### config.mk
export PLATFORM = sky130hd
export DESIGN_NAME = salt_lru_tree
export DESIGN_NICKNAME = d
export VERILOG_FILES = /design/src/sv/salt_pkg.sv /design/src/sv/salt_lru_tree.sv
export SDC_FILE = /design/constraint.sdc
export NUM_CORES = 1
export LEC_CHECK = 0
export ABC_AREA = 1
export BUFFER_PORTS_ARGS = -buffer_cell sky130_fd_sc_hd__buf_2
export CORE_AREA = 2 2 188 190
export DETAILED_ROUTE_END_ITERATION = 12
export DIE_AREA = 0 0 190 192
export PLACE_DENSITY_LB_ADDON = 0.05
export SETUP_SLACK_MARGIN = 0.15
export SYNTH_ARGS = -nofsm -noshare
export SYNTH_HDL_FRONTEND = slang
export SYNTH_SLANG_ARGS = --single-unit
### constraint.sdc
create_clock -name clk -period 8.1 [get_ports clk]
set_clock_uncertainty 0.1 [all_clocks]
set_input_delay 0.405 -clock clk [delete_from_list [all_inputs] [get_ports clk]]
set_output_delay 0.405 -clock clk [all_outputs]
set_load 0.005 [all_outputs]
### src/sv/salt_pkg.sv
// ----------------------------------------------------------------------------
// salt_pkg
// Shared sizes and types of the set-associative tag store with stamp LRU.
// ----------------------------------------------------------------------------
package salt_pkg;

  // The set count must be a power of two: the index is the low address bits.
  localparam int SETS       = 64;
  localparam int WAYS       = 8;
  localparam int STAMP_BITS = 32;
  localparam int TAG_BITS   = 26;
  localparam int CNT_BITS   = 32;

  localparam int IDX_W = (SETS > 1) ? $clog2(SETS) : 1;
  localparam int WAY_W = (WAYS > 1) ? $clog2(WAYS) : 1;

  localparam logic ACT_LOOKUP  = 1'b0;
  localparam logic ACT_INSTALL = 1'b1;

  typedef struct packed {
    logic                  valid;
    logic                  dirty;
    logic [TAG_BITS-1:0]   tag;
    logic [STAMP_BITS-1:0] stamp;
  } way_t;

  typedef way_t [WAYS-1:0] row_t;

endpackage

### src/sv/salt_lru_tree.sv
// ----------------------------------------------------------------------------
// salt_lru_tree
// Finds the way with the oldest stamp, lowest way on ties. The first level of
// pairwise compares is registered; the remaining levels follow in logic.
// ----------------------------------------------------------------------------
module salt_lru_tree
  import salt_pkg::*;
(
  input  logic             clk,
  input  logic             load,
  input  row_t             row,
  output logic [WAY_W-1:0] way
);

  localparam int NLEAF = 1 << WAY_W;
  localparam int NHALF = NLEAF / 2;

  typedef struct packed {
    logic                  ok;
    logic [WAY_W-1:0]      way;
    logic [STAMP_BITS-1:0] stamp;
  } cand_t;

  function automatic cand_t pick(input cand_t a, input cand_t b);
    if (b.ok && (!a.ok || (b.stamp < a.stamp))) begin
      return b;
    end
    return a;
  endfunction

  cand_t leaf [NLEAF];
  cand_t half [NHALF];
  cand_t cur  [NHALF];

  for (genvar j = 0; j < NLEAF; j++) begin : g_leaf
    if (j < WAYS) begin : g_real
      assign leaf[j] = '{ok: 1'b1, way: WAY_W'(j), stamp: row[j].stamp};
    end else begin : g_pad
      assign leaf[j] = '{ok: 1'b0, way: WAY_W'(j), stamp: '0};
    end
  end

  always_ff @(posedge clk) begin
    if (load) begin
      for (int i = 0; i < NHALF; i++) begin
        half[i] <= pick(leaf[2*i], leaf[2*i+1]);
      end
    end
  end

  always_comb begin
    for (int i = 0; i < NHALF; i++) begin
      cur[i] = half[i];
    end
    for (int lvl = 1; lvl < WAY_W; lvl++) begin
      for (int i = 0; i < (NLEAF >> (lvl + 1)); i++) begin
        cur[i] = pick(cur[2*i], cur[2*i+1]);
      end
    end
    way = cur[0].way;
  end

endmodule

==> impl_metrics.py, run 1 <==
metrics = {
    "status": {
        "status": "finished clean",
    },
    "layout": {
        "final_nets": 2313,
        "top_register": "half",
        "top_regs": "half: 132 flops",
        "area_growth_pct": 20.4,
        "largest_reg_flops": 132,
        "final_cells": 2084,
        "drive_gt1_frac": 0.188,
    },
    "timing": {
        "fin_crit_ns": 5.26,
        "maxSlewHeadroom": 0.303,
        "rsz0062_at_grt": "no",
        "hold_violations": 0,
        "drv_slew": 0,
        "final.setup.tns_ns": 0,
        "fmaxAchievable_ghz": 0.190,
        "tightest_slew_ns": 1.04,
        "finalCritPeriodShare": 0.649,
        "setup_viol": 0,
    },
    "worst_setup_path": {
        "setup.worst_path.class": "register to output port",
        "required_ns": 7.60,
        "start_kind": "register",
        "end_kind": "output port",
        "crit_slowest_cell": "nand2_2",
        "cp_slowest_stage_delay_ns": 0.76,
        "crit_arrival_ns": 4.75,
        "path_cells": "ha_1 -> nand2_2 -> nor4_2 -> nor3b_2 -> nand2_1 -> nand2_2 -> o21ai_0 -> ha_1 -> a21oi_1 -> nor2_1 -> a211oi_1 -> o221ai_1 -> a21oi_1 -> nand2_2 -> nand2_1 -> nand2_1 -> buf_2",
        "cp_max_fo": 65,
    },
    "logic_synthesis": {
        "ys_async_sr_fraction": 0,
        "synth_top_area_cell": "edfxtp_1",
        "synth_edf_count": 132,
        "synthTopCellsByArea": "edfxtp_1 (35%), ha_1 (24%), nand2_1 (11%)",
        "seq_area_frac_synth": 0.353,
        "synthesis.area_sq_um": 11200,
        "synth.distinct_cells": 33,
        "ys_warn_count": 0,
        "synth_seq_cells": 132,
        "synth_cells": 1374,
        "synth_ff_type": "edfxtp_1",
        "yosysMostFrequentCell": "nand2_1",
        "synth_top_area_frac": 0.353,
        "synth_fp_nets": 2073,
        "synth.avg_cell_area_sq_um": 8.18,
        "synth_common_cells": "nand2_1 (324), ha_1 (217), inv_1 (214)",
    },
    "die": {
        "die_area_sq_um": 36500,
        "start_util": 0.328,
        "core_sq_um": 34300,
        "rows": 68,
        "die_y_um": 192,
        "io_pins": 485,
        "die_x_um": 190,
    },
    "drt": {
        "ant_nets": 0,
        "vias": 9699,
        "wl_per_cell_um": 14.8,
        "dr.pass1.iters": 4,
        "post-route-drc-count": 0,
        "routed_wl_um": 30800,
        "viasPerCell": 4.65,
        "drt_iter0_markers": 319,
    },
    "cts": {
        "cts_hold_buf": 0,
        "tritoncts": "done",
        "clockBufferDepth": 2,
        "htreeDepth": 4,
        "cts_inserted_buffers": 17,
        "cts_resized": 0,
        "clkSlewWorstSetupHoldPaths_ns": 0.06,
        "post_cts_buffers": 0,
        "cts_root_buffer": "clkbuf_16",
        "cts_num_sinks": 132,
    },
    "grt": {
        "grt_max_degree": 71,
        "grt_pass1_wl_um": 47600,
        "antenna_found_initial": 7,
        "grt_overflow_total": 0,
        "grt_pass1_vias": 9426,
        "grt_usage": 0.171,
    },
    "place": {
        "gp_congestion": 0.835,
        "hpwl_um": 25200,
        "numPortBuffers": 260,
        "placed_cells": 2050,
    },
    "power": {
        "power.density_nw_per_um2": 189,
        "irDropWorstVdd_v": 0.000151,
        "leakagePower_nw": 6.82,
    },
    "job": {
        "drv_cap": 0,
    },
    "worst_hold_path": {
        "hold_class": "input pin to register",
    },
}
## cells in the final DEF, fill, tap and decap left out, types with 2 or more instances in the layout
cell,n
nand2_2,5
a21oi_1,108
nor3_1,12
bufinv_16,3
o21ai_1,17
clkinvlp_4,2
diode_2,4
clkinv_2,4
nand2_1,323
nor2_1,28
o221a_2,2
nor3b_2,2
clkbuf_1,2
ha_1,217
o21a_1,5
o21ai_0,195
nand4_1,21
a2111oi_0,2
buf_2,259
inv_2,6
a211oi_1,5
o221ai_1,6
a21boi_1,3
o211ai_1,9
inv_1,214
clkbuf_16,17
edfxtp_1,132
nand3_1,14
## layer usage
metal	up-vias	track usage	share of wire
li1	5200	-	-
met1	4300	0.212	0.45
met2	172	0.300	0.49
met3	21	0.0376	0.049
met4	6	0.0435	0.011
met5	-	0	0.0014
## through the flow
step / util / worst slack, ns / hold WS, ns / power, mW / cell area (sq um)
after floorplan: - / 4.46 / 0.417 / 1.51 / 11200
after global placement: 0.378 / 3.20 / 0.600 / 1.81 / 13000
after detailed placement: 0.378 / 3.17 / 0.608 / 1.83 / 13000
after CTS: 0.394 / 2.68 / 0.146 / 2.62 / 13500
after global routing: 0.394 / 2.17 / 0.168 / 2.79 / 13500
final: 0.395 / 2.84 / 0.176 / 2.56 / 13500
## critical path: cells and delay by family (launching register included)
kind | cells | cell delay [ns]
AO/OA/AOI/OAI | 5 | 1.18
AND/OR/NAND/NOR | 9 | 1.87
buffers and inverters | 1 | 0.14
flip-flops | 1 | 0.39
adder cells (fa/ha/maj) | 2 | 0.71
## kinds of logic (layout without fill, tap and decap cells)
group,count (synthesis),count (layout),synth area share
flops,132,132,0.353
other cells,0,4,0
buf+inv,260,511,0.0886
fa+ha+maj,217,217,0.242
compound gates,356,356,0.168
simple gates,409,409,0.149
## power breakdown
part	switching [mW]	total, mW	internal [mW]
clock	0.298	0.775	0.477
combinational	0.554	0.888	0.334
sequential	0.0387	0.900	0.862
total	0.891	2.56	1.67
## cell type report
cell class / instances / area (sq um)
Antenna cell: 4 / 10.0
Multi-Input combinational cell: 982 / 6280
Fill cell: 3603 / 20800
Inverter: 220 / 826
Clock inverter: 11 / 138
Sequential cell: 132 / 3960
Clock buffer: 19 / 433
Timing Repair Buffer: 261 / 1320
Tap cell: 455 / 569
## final timing paths
kind                               from  cells after the start                    end
setup / recovery  half[1][31]$_DFFE_PP_                     17                 way[1]
hold / removal                 row[320]                      3  half[2][20]$_DFFE_PP_
No activity file was read; power rests on OpenSTA's default activity.
==> inputs of run 2 (changes only) <==
CORE_AREA = 2 2 187 189   (was 2 2 188 190)
DIE_AREA = 0 0 189 191   (was 0 0 190 192)
clock period = 4.55 ns   (was 8.1 ns; I/O delays follow)
==> run 2 against run 1 <==
- worst hold slack worse by 0.16 ns
- final area up 8.3%
- sequential power rose by 79%
- sequential share of layout area shrank 2.2 points
- cell count up 3.2%
- flip-flop and latch count stayed put
- utilization up 3.5 points
- combinational power up 140%
- clock-buffer cell count down 2
- via count increased by 3.5%
- global-route usage is 0.11 points lower
==> impl_metrics.py, run 2 (same netlist as run 1, synthesis figures left out) <==
metrics = {
    "grt": {
        "antenna_found_initial": 4,
        "grt_pass1_vias": 9574,
        "grt_max_degree": 73,
        "grt_overflow_total": 0,
        "grt_pass1_wl_um": 47200,
        "grt_usage": 0.170,
    },
    "worst_setup_path": {
        "cp_max_fo": 18,
        "end_kind": "output port",
        "path_depth": 21,
        "cpLargestDelayFamily": "compound AO/OA/AOI/OAI gates",
        "crit_top_cell": "nand2_2",
        "crit_slowest_cell": "edfxtp_1",
        "crit_arrival_ns": 3.89,
        "critPathBufInv": 3,
        "path_cells": "ha_4 -> a21oi_1 -> o21ai_0 -> nand2_1 -> o211ai_1 -> nor2_2 -> nand2_8 -> buf_12 -> inv_8 -> nand2_1 -> o21ai_2 -> ha_4 -> a21oi_1 -> a21oi_2 -> a2111oi_4 -> nand2_2 -> nand2_2 -> nand2_2 -> nand2_2 -> nand2_4 -> buf_6",
        "cp_slowest_stage_delay_ns": 0.44,
        "start_kind": "register",
        "required_ns": 4.22,
        "setup.worst_path.class": "register to output port",
        "startpoint": "half[3][25]$_DFFE_PP_",
    },
    "drt": {
        "wl_per_cell_um": 14.9,
        "post-route-drc-count": 0,
        "routed_wl_um": 31900,
        "viasPerCell": 4.67,
        "dr.pass1.iters": 4,
        "ant_nets": 0,
        "vias": 10000,
        "drt_iter0_markers": 349,
    },
    "worst_hold_path": {
        "hold_depth": 3,
        "min_from": "row[186]",
        "hold_class": "input pin to register",
    },
    "die": {
        "io_pins": 485,
        "die_x_um": 189,
        "die_y_um": 191,
        "rows": 68,
        "core_sq_um": 34100,
        "die_area_sq_um": 36100,
        "start_util": 0.329,
    },
    "cts": {
        "htreeDepth": 4,
        "clockBufferDepth": 2,
        "tritoncts": "done",
        "cts_inserted_buffers": 17,
        "clkSlewWorstSetupHoldPaths_ns": 0.06,
        "cts_root_buffer": "clkbuf_16",
        "cts_num_sinks": 132,
    },
    "status": {
        "status": "finished clean",
    },
    "place": {
        "numPortBuffers": 260,
        "hpwl_um": 25200,
        "gp_congestion": 0.836,
        "placed_cells": 2060,
        "place_area_sq_um": 13000,
    },
    "layout": {
        "design_area_sq_um": 14700,
        "top_regs": "half: 132 flops",
        "top_register": "half",
        "final_common_cell": "nand2_1",
        "finalCoreUtilization": 0.430,
        "area_growth_pct": 30.5,
        "final_cell_mix": "nand2_1 (314), buf_2 (257), inv_1 (211), ha_1 (202), o21ai_0 (159)",
        "final_cells": 2150,
        "final_nets": 2379,
        "drive_gt1_frac": 0.238,
        "largest_reg_flops": 132,
    },
    "timing": {
        "tightest_slew_ns": 0.979,
        "fmaxAchievable_ghz": 0.237,
        "setup_viol": 0,
        "rsz0062_at_grt": "yes",
        "fin_crit_ns": 4.22,
        "final.setup.tns_ns": 0,
        "maxSlewHeadroom": 0.347,
        "finalCritPeriodShare": 0.926,
        "hold_violations": 0,
        "drv_slew": 0,
    },
    "power": {
        "power.density_nw_per_um2": 341,
        "leakagePower_nw": 7.26,
        "irDropWorstVdd_v": 0.000244,
    },
    "job": {
        "drv_cap": 0,
    },
}
[run 2: cell count changes in the layout (fill, tap and decap cells not counted), sizes merged, moves of 2 or more]
cell	previous run	this run
clkinvlp	2	6
inv	220	223
bufinv	3	1
buf	261	293
dlygate4sd3	0	28
[run 2: final cells by class]
cell class / instances / area [sq um]
multi-input cells: 982 / 6700
clock inverters: 14 / 115
diodes: 3 / 7.51
repair buffers: 324 / 2010
clock buffers: 17 / 425
repair inverters: 3 / 31.3
flip-flops and latches: 132 / 3960
fillers: 3526 / 19500
well taps: 455 / 569
inverters: 220 / 838
[run 2: layer usage]
layer	up-vias	track usage	part of all wire	wire, um
met2	197	0.296	0.48	15400
met3	26	0.0323	0.043	1390
met1	4477	0.214	0.46	14800
met4	6	0.0493	0.011	363
met5	-	0	0.0012	37
li1	5337	-	-	-
[run 2: repair_timing]
item / CTS / global route
endpoints found under the setup margin: 3 / 3
gates resized for setup: 18 / 108
hold endpoints to repair: 28 / 0
hold buffers: 28 / 0
setup buffers: 0 / 22
cloned: 0 / 6
pin swaps: 1 / 45
[run 2: final timing paths]
path,end
setup / recovery,way[1]
hold / removal,half[1][6]$_DFFE_PP_
[run 2: power breakdown]
| part | switching [mW] | internal (mW) | leakage [nW] |
|---|---|---|---|
| clock | 0.553 | 0.742 | 0.248 |
| sequential | 0.0747 | 1.53 | 1.29 |
| combinational | 1.19 | 0.898 | 5.72 |
[run 2: per-stage QoR]
stage,worst slack [ns],power (mW),hold WS [ns]
after floorplan,1.09,2.70,0.240
after global placement,0.228,3.25,0.428
after detailed placement,0.237,3.28,0.432
after CTS,0.151,4.64,0.0000357
after global routing,0.0265,5.40,0.00581
final,0.335,4.99,0.0125
